--- config.mk ---
export PLATFORM = sky130hd
export DESIGN_NAME = ahdsr_envelope_generator
export DESIGN_NICKNAME = d
export VERILOG_FILES = /design/src/hw/rtl/ahdsr_pkg.sv /design/src/hw/rtl/ahdsr_envelope_generator.sv /design/src/hw/rtl/ahdsr_alu.sv /design/src/hw/rtl/ahdsr_cfg.sv
export SDC_FILE = /design/constraint.sdc
export NUM_CORES = 2
export LEC_CHECK = 0
export ABC_AREA = 1
export BUFFER_PORTS_ARGS = -buffer_cell sky130_fd_sc_hd__buf_2
export CELL_PAD_IN_SITES_DETAIL_PLACEMENT = 1
export CELL_PAD_IN_SITES_GLOBAL_PLACEMENT = 1
export CORE_ASPECT_RATIO = 1.75
export CORE_MARGIN = 3
export CORE_UTILIZATION = 48
export DETAILED_ROUTE_END_ITERATION = 10
export PLACE_DENSITY_LB_ADDON = 0.3
export SETUP_SLACK_MARGIN = 0.2
export SLEW_MARGIN = 15
export SYNTH_ARGS = -nofsm -noshare
export SYNTH_HDL_FRONTEND = slang
export SYNTH_HIERARCHICAL = 1
export SYNTH_SLANG_ARGS = --single-unit
--- constraint.sdc ---
create_clock -name clk -period 7.1 [get_ports clk]
set_input_delay 0.355 -clock clk [delete_from_list [all_inputs] [get_ports clk]]
set_output_delay 0.355 -clock clk [all_outputs]
set_load 0.005 [all_outputs]
--- src/hw/rtl/ahdsr_pkg.sv ---
// shared types, constants and helpers for the ahdsr envelope generator
`default_nettype none
package ahdsr_pkg;

  localparam int TIME_BITS = 24;
  localparam int FRAC_BITS = 15;
  localparam int REG_BITS  = 24;
  localparam int LEVEL_W   = 16;
  localparam int PHASE_W   = 2;
  localparam int KIND_W    = 2;
  localparam int SLOPE_W   = 32;
  localparam int CFG_IDX_W = 3;

  localparam int END_W    = ((TIME_BITS > REG_BITS) ? TIME_BITS : REG_BITS) + 2;
  localparam int DIVD_W   = LEVEL_W + FRAC_BITS;
  localparam int PROD_W   = TIME_BITS + SLOPE_W;
  localparam int RAMP_W   = PROD_W - FRAC_BITS;
  localparam int SH_W     = (DIVD_W > TIME_BITS) ? DIVD_W : TIME_BITS;
  localparam int CNT_W    = $clog2(SH_W + 1);
  localparam int DIV_ALIGN = SH_W - DIVD_W;
  localparam int MUL_ALIGN = SH_W - TIME_BITS;
  localparam int SAT_W    = (DIVD_W > SLOPE_W + 1) ? DIVD_W : SLOPE_W + 1;
  localparam int S_DATA_W = ((TIME_BITS + 7) / 8) * 8;
  localparam int M_DATA_W = ((LEVEL_W + PHASE_W + 7) / 8) * 8;

  localparam logic [LEVEL_W-1:0]  FULL_SCALE      = LEVEL_W'(32768);
  localparam logic [REG_BITS-1:0] ATTACK_RESET    = REG_BITS'(2400);
  localparam logic [REG_BITS-1:0] HOLD_RESET      = '0;
  localparam logic [REG_BITS-1:0] DECAY_RESET     = '0;
  localparam logic [LEVEL_W-1:0]  SUSTAIN_RESET   = FULL_SCALE;
  localparam logic [REG_BITS-1:0] RELEASE_RESET   = REG_BITS'(2400);

  typedef enum logic [KIND_W-1:0] {
    KIND_TICK     = 2'd0,
    KIND_NOTE_ON  = 2'd1,
    KIND_NOTE_OFF = 2'd2,
    KIND_SILENCE  = 2'd3
  } kind_t;

  typedef enum logic [PHASE_W-1:0] {
    PH_SILENCE = 2'd0,
    PH_ATTACK  = 2'd1,
    PH_RELEASE = 2'd2
  } phase_t;

  typedef enum logic [CFG_IDX_W-1:0] {
    REG_ATTACK  = 3'd0,
    REG_HOLD    = 3'd1,
    REG_DECAY   = 3'd2,
    REG_SUSTAIN = 3'd3,
    REG_RELEASE = 3'd4
  } reg_idx_t;

  typedef enum logic {
    OP_MUL = 1'b0,
    OP_DIV = 1'b1
  } alu_op_t;

  typedef struct packed {
    logic                 start;
    alu_op_t              op;
    logic [SH_W-1:0]      operand;
    logic [SLOPE_W-1:0]   mcand;
    logic [REG_BITS-1:0]  divisor;
  } alu_cmd_t;

  typedef struct packed {
    logic                done;
    logic [DIVD_W-1:0]   quot;
    logic [PROD_W-1:0]   prod;
  } alu_stat_t;

  typedef struct packed {
    logic [REG_BITS-1:0] attack;
    logic [REG_BITS-1:0] hold;
    logic [REG_BITS-1:0] decay;
    logic [LEVEL_W-1:0]  sustain;
    logic [REG_BITS-1:0] release_len;
  } cfg_regs_t;

  function automatic logic [SLOPE_W-1:0] slope_fix(input logic [DIVD_W-1:0] q,
                                                    input logic zero_len);
    logic [SAT_W-1:0] qw;
    qw = SAT_W'(q);
    if (zero_len) return '0;
    if (qw > SAT_W'({SLOPE_W{1'b1}})) return '1;
    return qw[SLOPE_W-1:0];
  endfunction

endpackage
`default_nettype wire

--- src/hw/rtl/ahdsr_envelope_generator.sv ---
// top level: envelope sequencer around the shared serial unit
//
//  channel | signals                              | content
//  s       | s_tvalid s_tready s_tdata s_tuser    | tdata: sample_time; tuser: kind
//  m       | m_tvalid m_tready m_tdata            | tdata: level, phase
//  cfg     | cfg_valid cfg_ready cfg_index cfg_data | register writes, always ready
//
// note-on: two serial divisions, one quotient bit per cycle
// note-off in attack: one division; otherwise the item is ignored
// sample tick: one shift-add multiply while a ramp is running, one bit of dt per cycle
// silence: no serial step; s_tready is high only while the sequencer is idle
// a result waits in the output register while the next item is taken
// synchronous reset, no clearing pass
`default_nettype none
module ahdsr_envelope_generator (
  input  logic                               clk,
  input  logic                               rst,
  input  logic                               s_tvalid,
  output logic                               s_tready,
  input  logic [ahdsr_pkg::S_DATA_W-1:0]     s_tdata,   // sample_time
  input  logic [ahdsr_pkg::KIND_W-1:0]       s_tuser,   // kind
  output logic                               m_tvalid,
  input  logic                               m_tready,
  output logic [ahdsr_pkg::M_DATA_W-1:0]     m_tdata,   // level, phase, zero pad
  input  logic                               cfg_valid,
  output logic                               cfg_ready,
  input  logic [ahdsr_pkg::CFG_IDX_W-1:0]    cfg_index,
  input  logic [ahdsr_pkg::REG_BITS-1:0]     cfg_data
);
  import ahdsr_pkg::*;

  typedef enum logic [6:0] {
    S_IDLE    = 7'b0000001,
    S_DIV_ATK = 7'b0000010,
    S_DIV_DEC = 7'b0000100,
    S_DIV_REL = 7'b0001000,
    S_CLASS   = 7'b0010000,
    S_MUL     = 7'b0100000,
    S_EMIT    = 7'b1000000
  } state_t;

  state_t              state;
  phase_t              mode;
  cfg_regs_t           regs;
  alu_cmd_t            cmd;
  alu_stat_t           stat;

  logic [END_W-1:0]     hold_end;
  logic [END_W-1:0]     decay_end;
  logic [SLOPE_W-1:0]   attack_slope;
  logic [SLOPE_W-1:0]   decay_slope;
  logic [TIME_BITS-1:0] release_start;
  logic [END_W-1:0]     release_end;
  logic [SLOPE_W-1:0]   release_slope;
  logic [TIME_BITS-1:0] t_lat;
  logic [LEVEL_W-1:0]   level;
  logic [LEVEL_W-1:0]   ramp_base;
  logic                 ramp_sub;

  logic                 in_acc;
  kind_t                kind;
  logic [TIME_BITS-1:0] t_in;
  logic [END_W-1:0]     t_ext;
  logic                 c_atk;
  logic                 c_hold;
  logic                 c_dec;
  logic                 c_rel;
  logic                 c_fwd;
  logic [TIME_BITS-1:0] dt_dec;
  logic [TIME_BITS-1:0] dt_fwd;
  logic [TIME_BITS-1:0] dt_back;
  logic [RAMP_W-1:0]    ramp;
  logic [RAMP_W:0]      ramp_sum;
  logic [LEVEL_W-1:0]   add_lvl;
  logic [LEVEL_W-1:0]   sub_lvl;
  logic                 out_free;
  logic                 start_next;

  ahdsr_cfg u_cfg (
    .clk       (clk),
    .rst       (rst),
    .cfg_valid (cfg_valid),
    .cfg_ready (cfg_ready),
    .cfg_index (cfg_index),
    .cfg_data  (cfg_data),
    .regs      (regs)
  );

  ahdsr_alu u_alu (
    .clk  (clk),
    .rst  (rst),
    .cmd  (cmd),
    .stat (stat)
  );

  assign s_tready = (state == S_IDLE);
  assign in_acc   = s_tvalid && s_tready;
  assign kind     = kind_t'(s_tuser);
  assign t_in     = s_tdata[TIME_BITS-1:0];
  assign out_free = !m_tvalid || m_tready;

  assign t_ext   = END_W'(t_lat);
  assign c_atk   = t_ext < END_W'(regs.attack);
  assign c_hold  = t_ext < hold_end;
  assign c_dec   = t_ext < decay_end;
  assign c_rel   = t_ext < release_end;
  assign c_fwd   = t_lat >= release_start;
  assign dt_dec  = TIME_BITS'(t_ext - hold_end);
  assign dt_fwd  = t_lat - release_start;
  assign dt_back = release_start - t_lat;

  assign ramp     = stat.prod[PROD_W-1:FRAC_BITS];
  assign ramp_sum = (RAMP_W+1)'(ramp) + (RAMP_W+1)'(ramp_base);
  assign add_lvl  = (ramp_sum > (RAMP_W+1)'(FULL_SCALE)) ? FULL_SCALE
                                                        : ramp_sum[LEVEL_W-1:0];
  assign sub_lvl  = (ramp >= RAMP_W'(ramp_base)) ? '0
                                                 : ramp_base - ramp[LEVEL_W-1:0];

  // serial unit launch points
  assign start_next =
      ((state == S_IDLE) && in_acc &&
       ((kind == KIND_NOTE_ON) || ((kind == KIND_NOTE_OFF) && (mode == PH_ATTACK)))) ||
      ((state == S_DIV_ATK) && stat.done) ||
      ((state == S_CLASS) && (mode == PH_ATTACK) && (c_atk || (!c_hold && c_dec))) ||
      ((state == S_CLASS) && (mode == PH_RELEASE) && c_rel);

  always_ff @(posedge clk) begin
    if (rst) begin
      state     <= S_IDLE;
      mode      <= PH_SILENCE;
      m_tvalid  <= 1'b0;
      cmd.start <= 1'b0;
    end else begin
      cmd.start <= start_next;
      if (m_tvalid && m_tready && (state != S_EMIT)) begin
        m_tvalid <= 1'b0;
      end
      case (state)
        S_IDLE: begin
          if (in_acc) begin
            case (kind)
              KIND_NOTE_ON: begin
                mode        <= PH_ATTACK;
                hold_end    <= END_W'(regs.attack) + END_W'(regs.hold);
                decay_end   <= END_W'(regs.attack) + END_W'(regs.hold)
                               + END_W'(regs.decay);
                cmd.op      <= OP_DIV;
                cmd.operand <= SH_W'({FULL_SCALE, {FRAC_BITS{1'b0}}});
                cmd.divisor <= regs.attack;
                state       <= S_DIV_ATK;
              end
              KIND_NOTE_OFF: begin
                if (mode == PH_ATTACK) begin
                  mode          <= PH_RELEASE;
                  release_start <= t_in;
                  release_end   <= END_W'(t_in) + END_W'(regs.release_len);
                  cmd.op        <= OP_DIV;
                  cmd.operand   <= SH_W'({regs.sustain, {FRAC_BITS{1'b0}}});
                  cmd.divisor   <= regs.release_len;
                  state         <= S_DIV_REL;
                end
              end
              KIND_SILENCE: begin
                mode <= PH_SILENCE;
              end
              default: begin
                t_lat <= t_in;
                state <= S_CLASS;
              end
            endcase
          end
        end
        S_DIV_ATK: begin
          if (stat.done) begin
            attack_slope <= slope_fix(stat.quot, regs.attack == '0);
            cmd.op       <= OP_DIV;
            cmd.operand  <= SH_W'({FULL_SCALE - regs.sustain, {FRAC_BITS{1'b0}}});
            cmd.divisor  <= regs.decay;
            state        <= S_DIV_DEC;
          end
        end
        S_DIV_DEC: begin
          if (stat.done) begin
            decay_slope <= slope_fix(stat.quot, regs.decay == '0);
            state       <= S_IDLE;
          end
        end
        S_DIV_REL: begin
          if (stat.done) begin
            release_slope <= slope_fix(stat.quot, regs.release_len == '0);
            state         <= S_IDLE;
          end
        end
        S_CLASS: begin
          cmd.op <= OP_MUL;
          case (mode)
            PH_ATTACK: begin
              if (c_atk) begin
                cmd.operand <= SH_W'(t_lat);
                cmd.mcand   <= attack_slope;
                ramp_base   <= '0;
                ramp_sub    <= 1'b0;
                state       <= S_MUL;
              end else if (c_hold) begin
                level <= FULL_SCALE;
                state <= S_EMIT;
              end else if (c_dec) begin
                cmd.operand <= SH_W'(dt_dec);
                cmd.mcand   <= decay_slope;
                ramp_base   <= FULL_SCALE;
                ramp_sub    <= 1'b1;
                state       <= S_MUL;
              end else begin
                level <= regs.sustain;
                state <= S_EMIT;
              end
            end
            PH_RELEASE: begin
              if (c_rel) begin
                cmd.operand <= c_fwd ? SH_W'(dt_fwd) : SH_W'(dt_back);
                cmd.mcand   <= release_slope;
                ramp_base   <= regs.sustain;
                ramp_sub    <= c_fwd;
                state       <= S_MUL;
              end else begin
                level <= '0;
                mode  <= PH_SILENCE;
                state <= S_EMIT;
              end
            end
            default: begin
              level <= '0;
              mode  <= PH_SILENCE;
              state <= S_EMIT;
            end
          endcase
        end
        S_MUL: begin
          if (stat.done) begin
            level <= ramp_sub ? sub_lvl : add_lvl;
            state <= S_EMIT;
          end
        end
        S_EMIT: begin
          if (out_free) begin
            m_tvalid <= 1'b1;
            m_tdata  <= M_DATA_W'({mode, level});
            state    <= S_IDLE;
          end
        end
        default: state <= S_IDLE;
      endcase
    end
  end

  a_state_onehot: assert property (@(posedge clk) disable iff (rst) $onehot(state))
    else $error("sequencer state not one-hot");

  a_done_waited: assert property (@(posedge clk) disable iff (rst)
    stat.done |-> (state == S_DIV_ATK || state == S_DIV_DEC ||
                   state == S_DIV_REL || state == S_MUL))
    else $error("serial unit finished with no step waiting");

  a_start_state: assert property (@(posedge clk) disable iff (rst)
    cmd.start |-> (state == S_DIV_ATK || state == S_DIV_DEC ||
                   state == S_DIV_REL || state == S_MUL))
    else $error("serial unit started outside a waiting step");

  a_level_range: assert property (@(posedge clk) disable iff (rst)
    m_tvalid |-> (m_tdata[LEVEL_W-1:0] <= FULL_SCALE))
    else $error("level above full scale");

endmodule
`default_nettype wire

--- src/hw/rtl/ahdsr_alu.sv ---
// shared serial unit: restoring divider and shift-add multiplier
`default_nettype none
module ahdsr_alu (
  input  logic                 clk,
  input  logic                 rst,
  input  ahdsr_pkg::alu_cmd_t  cmd,
  output ahdsr_pkg::alu_stat_t stat
);
  import ahdsr_pkg::*;

  logic                busy;
  logic                done;
  alu_op_t             op;
  logic [CNT_W-1:0]    cnt;
  logic [SH_W-1:0]     sh;
  logic [REG_BITS-1:0] rem;
  logic [PROD_W-1:0]   acc;
  logic [REG_BITS-1:0] divisor;
  logic [SLOPE_W-1:0]  mcand;

  logic [REG_BITS:0]   trial;
  logic [REG_BITS+1:0] diff;
  logic                ge;
  logic [PROD_W-1:0]   acc_next;

  assign trial    = {rem, sh[SH_W-1]};
  assign diff     = {1'b0, trial} - (REG_BITS+2)'(divisor);
  assign ge       = !diff[REG_BITS+1];
  assign acc_next = {acc[PROD_W-2:0], 1'b0} + (sh[SH_W-1] ? PROD_W'(mcand) : '0);

  always_ff @(posedge clk) begin
    if (rst) begin
      busy <= 1'b0;
      done <= 1'b0;
    end else begin
      done <= busy && !cmd.start && (cnt == CNT_W'(1));
      if (cmd.start) begin
        busy    <= 1'b1;
        op      <= cmd.op;
        divisor <= cmd.divisor;
        mcand   <= cmd.mcand;
        rem     <= '0;
        acc     <= '0;
        if (cmd.op == OP_DIV) begin
          sh  <= cmd.operand << DIV_ALIGN;
          cnt <= CNT_W'(DIVD_W);
        end else begin
          sh  <= cmd.operand << MUL_ALIGN;
          cnt <= CNT_W'(TIME_BITS);
        end
      end else if (busy) begin
        if (op == OP_DIV) begin
          rem <= ge ? diff[REG_BITS-1:0] : trial[REG_BITS-1:0];
          sh  <= {sh[SH_W-2:0], ge};
        end else begin
          acc <= acc_next;
          sh  <= {sh[SH_W-2:0], 1'b0};
        end
        cnt <= cnt - CNT_W'(1);
        if (cnt == CNT_W'(1)) begin
          busy <= 1'b0;
        end
      end
    end
  end

  assign stat.done = done;
  assign stat.quot = sh[DIVD_W-1:0];
  assign stat.prod = acc;

endmodule
`default_nettype wire

--- src/hw/rtl/ahdsr_cfg.sv ---
// configuration register file with sustain level clamp
`default_nettype none
module ahdsr_cfg (
  input  logic                                clk,
  input  logic                                rst,
  input  logic                                cfg_valid,
  output logic                                cfg_ready,
  input  logic [ahdsr_pkg::CFG_IDX_W-1:0]     cfg_index,
  input  logic [ahdsr_pkg::REG_BITS-1:0]      cfg_data,
  output ahdsr_pkg::cfg_regs_t                regs
);
  import ahdsr_pkg::*;

  logic [REG_BITS-1:0] attack;
  logic [REG_BITS-1:0] hold;
  logic [REG_BITS-1:0] decay;
  logic [LEVEL_W-1:0]  sustain;
  logic [REG_BITS-1:0] release_len;

  assign cfg_ready = 1'b1;

  always_ff @(posedge clk) begin
    if (rst) begin
      attack      <= ATTACK_RESET;
      hold        <= HOLD_RESET;
      decay       <= DECAY_RESET;
      sustain     <= SUSTAIN_RESET;
      release_len <= RELEASE_RESET;
    end else if (cfg_valid) begin
      case (reg_idx_t'(cfg_index))
        REG_ATTACK:  attack      <= cfg_data;
        REG_HOLD:    hold        <= cfg_data;
        REG_DECAY:   decay       <= cfg_data;
        REG_SUSTAIN: sustain     <= cfg_data[LEVEL_W-1:0];
        REG_RELEASE: release_len <= cfg_data;
        default: ;
      endcase
    end
  end

  assign regs.attack      = attack;
  assign regs.hold        = hold;
  assign regs.decay       = decay;
  assign regs.sustain     = (sustain > FULL_SCALE) ? FULL_SCALE : sustain;
  assign regs.release_len = release_len;

endmodule
`default_nettype wire
==> impl_results.md <==
- Outcome: finished clean
- Max rail drop VDD: between 0.2 and 0.25 mV
- Initial antenna violation count: 3
- Startpoint Class: flip-flop
- Placer congestion estimate: 0.989
- Initial detailed-routing violation count: approximately 2300
- Global-route wire length before repair: 264000 um
- Mean Syn Cell Area: around 7.6 sq um
- Sequential share of power: 0.451
- Nets: around 6300
- R2R setup slack: about 2.3 ns
- Fmax: 209 MHz
- Post-synth EDFFs: 528
- Post-DP HPWL: 140000 um
- Yosys warns: 6
- Resized Gates After CTS: 0
- Worst min path class: primary input to flip-flop
- Final WL: around 180000 um
- Synthesized flop and latch total: ~650
- Worst setup EP type: flip-flop
- Die width: 236 um
- Leakage: 22.6 nW
- Worst-case clock buffer depth: 3
- Synth Cell Area: roughly 45000 sq um
- Post-route ant nets: 0
- PortBufs: between 70 and 80
- CP most frequent cell: nand2_1
- Layout fillers: about 12000
- Routed vias: 41100
- Clk sinks: 653
- Power share of the combinational group: 0.173
- CP Buf/Inv Count: 1
- Total die area: 96700 sq um
- RSZ-0062 raised after global routing: no
- Die H: 409 um
- Tcrit/Tclk final: 0.674
- Max-Cap Viols: 0
- Cell area after layout: around 49000 sq um
- H-tree depth: 3
- Wire per inst: approximately 25 um
- # setup viols final: 0
- Number of buffers created by CTS: 69
- Worst Path Arrival: about 5.2 ns
- Initial core utilization: 0.485
- Drt pass-1 iters: 5
- Worst slew pin tran: between 1 and 1.5 ns
- DR DRC count: 0
- Cell variety after synth: just over 70
- Critical Path Fanout Max: 4
- Cells after Synth: 5873
- Final std cells w/o fill: 7200
- Endpoints failing hold: 0
- Num rows: 147
- Worst skew pair latency: 0.67 ns
- Critical Path Slowest Stage Cell: fa_1
- IO Pins: between 80 and 90
- Fraction of layout cells with a size suffix above 1: 0.0646
- Worst-path cell chain: ha_1, inv_1, fa_1, o21ai_0, a31oi_1, o21ai_0, nand2_1, nand2_1, nand2_1, nand2_1, a21boi_0, o21ai_0, xor2_1, ha_1, nand2_1, nor4_1, nand4_1, nand3_1, a211oi_1, xor2_1
- Commonest non-fill, non-tap cell in the layout: nand2_1
- Slew Viols, Final: 0
- Synth-to-layout area growth: 9.45%
- Clk_skew: between 0.02 and 0.03 ns
- Sequential area share after synthesis: 0.412
- CTS root buf: clkbuf_16
- Vias/cell: roughly 5.7
- Multi-input gate area: between 20000 and 25000 sq um
- CP max stage delay: ~0.44 ns
- Commonest non-fill, non-tap cells in the layout: nand2_1 (1428), inv_1 (890), nor2_1 (698), edfxtp_1 (528), o21ai_0 (412)
- Core footprint: a little over 90000 sq um
- Top FF cell, synth: edfxtp_1
- FFs w/ async S/R, synth: 0
- Max-slew headroom: 0.179
- WS Path Type: flip-flop to flip-flop
- Placed Area: roughly 46000 sq um
- Net switching power figure: around 3.2 mW
- Critical path data required time: between 7 and 8 ns
- Pin count of the biggest net entering global routing: around 100
- Sw Ratio: 0.311
- Clock group share of total power: 0.376
- Overall Global Routing Usage: 0.362
- PwrDens: ~210 nW/um^2
- Power Internal: approximately 7 mW
- Reg area: 18400 sq um
- Crit-path leading delay family: compound AO/OA/AOI/OAI gates
- Number of global-route vias before repair: ~44000
- TNS Setup: 0 ns
- Total grt overflow: 0
- Final min period: roughly 4.8 ns
- Dpl cells: just over 7000
- Clock-pin slew on the worst setup and hold paths: 0.06 ns
- CTS tree: yes
## metal layers
layer | vias up | share of wire | track usage
met5 | - | 0.000073 | 0
met4 | 2 | 0.12 | 0.362
met3 | 663 | 0.034 | 0.0427
met2 | 1109 | 0.52 | 0.678
met1 | 20000 | 0.32 | 0.323
li1 | 19300 | - | -
## Yosys cell counts (4+ instances only)
library cell	count	area, sq um
xor2_1	92	806
o211ai_1	21	158
clkinv_1	4	15.0
o21ai_1	19	95.1
a31oi_1	30	188
buf_4	21	158
xnor2_1	28	245
nand3_2	12	120
nand3b_1	11	82.6
dfxtp_1	125	2500
o21bai_1	19	143
a21boi_0	9	67.6
edfxtp_1	528	15900
nand4_1	56	350
nand2_1	1430	5370
nor2_4	7	78.8
clkbuf_1	85	319
clkbuf_2	6	30.0
o31ai_1	4	30.0
a211oi_1	7	52.6
buf_1	6	22.5
nand2_2	18	113
nor4_1	29	181
ha_1	323	4040
nor2_1	708	2660
a21o_1	14	105
or2_2	12	75.1
nor2_2	30	188
buf_6	17	191
a21oi_1	390	1950
buf_2	13	65.1
nor3_1	69	345
o22ai_1	4	25.0
nor3_2	7	70.1
o21ai_0	413	2070
inv_2	23	86.3
inv_1	893	3350
fa_1	10	200
o21a_1	20	150
nand3_1	311	1560
o2111ai_1	5	43.8
## final cells by class
type	count	share of cell area
antenna	1	0.0000513
clock buffer	83	0.0387
clock inverter	44	0.0105
inverter	924	0.0713
multi-input combinational	4153	0.452
sequential	653	0.376
tap	1192	0.0306
timing repair buffer	150	0.0207
## metrics by stage
stage | hold WS, ns | power, mW | util | setup WS (ns)
3_3_place_gp | 0.401 | 6.38 | 0.501 | 2.56
4_1_cts | 0.00387 | 10.3 | 0.530 | 2.35
3_5_place_dp | 0.406 | 6.46 | 0.501 | 2.38
5_1_grt | 0.0491 | 10.7 | 0.530 | 1.91
6_report | 0.0352 | 10.3 | 0.530 | 2.31
2_1_floorplan | 0.400 | 5.70 | - | 1.25
## power by group through the flow
stage	Combinational [mW]	Clock, mW	Sequential, mW
5_1_grt	1.96	4.08	4.66
3_3_place_gp	1.67	0	4.71
4_1_cts	1.77	3.94	4.64
2_1_floorplan	1.12	0	4.58
6_report	1.79	3.89	4.66
3_5_place_dp	1.73	0	4.72
## sequential cells by signal, summed over array words and instances (netlist names), 25 cells and up
| register | flops |
|---|---|
| u_alu/sh | 31 |
| release_end | 25 |
| attack_slope | 31 |
| u_alu/mcand | 32 |
| cmd | 88 |
| release_slope | 31 |
| decay_slope | 31 |
| hold_end | 25 |
| u_alu/acc | 56 |
| decay_end | 26 |
## timing repair
action / CTS / global route
endpoints found under the setup margin: 0 / 0
endpoints found under the hold margin: 67 / 0
buffers inserted: 0 / 0
hold buffers: 30 / 0
## cells by family after synthesis
group	synth area share
adders and majority gates	0.0952
and+or+nand+nor	0.255
buffers and inverters	0.0961
xor gates and xnor gates	0.0239
other	0.000168
AOI/OAI and AO/OA	0.117
muxes	0.000674
DFF	0.412
## worst register-to-register path, delay by kind of cell (launching register included)
family	cells	cell delay (ns)
buffers and inverters	1	0.07
AOI/OAI and AO/OA	6	1.36
and+or+nand+nor	8	1.31
adders and majority gates	3	0.89
DFF	1	0.35
xor gates and xnor gates	2	0.53
## final timing paths
path / start / to / depth (start not counted)
min: cfg_data[21] / u_cfg/hold[21]$_SDFFE_PP0P_ / 3
min reg2reg: cmd[5]$_DFFE_PP_ / u_alu/divisor[5]$_DFFE_PP_ / 0
max reg2reg: u_cfg/attack[0]$_SDFFE_PP0P_ / decay_end[24]$_DFFE_PP_ / 20
max: u_cfg/attack[0]$_SDFFE_PP0P_ / decay_end[24]$_DFFE_PP_ / 20
(Power assumes the default switching activity.)
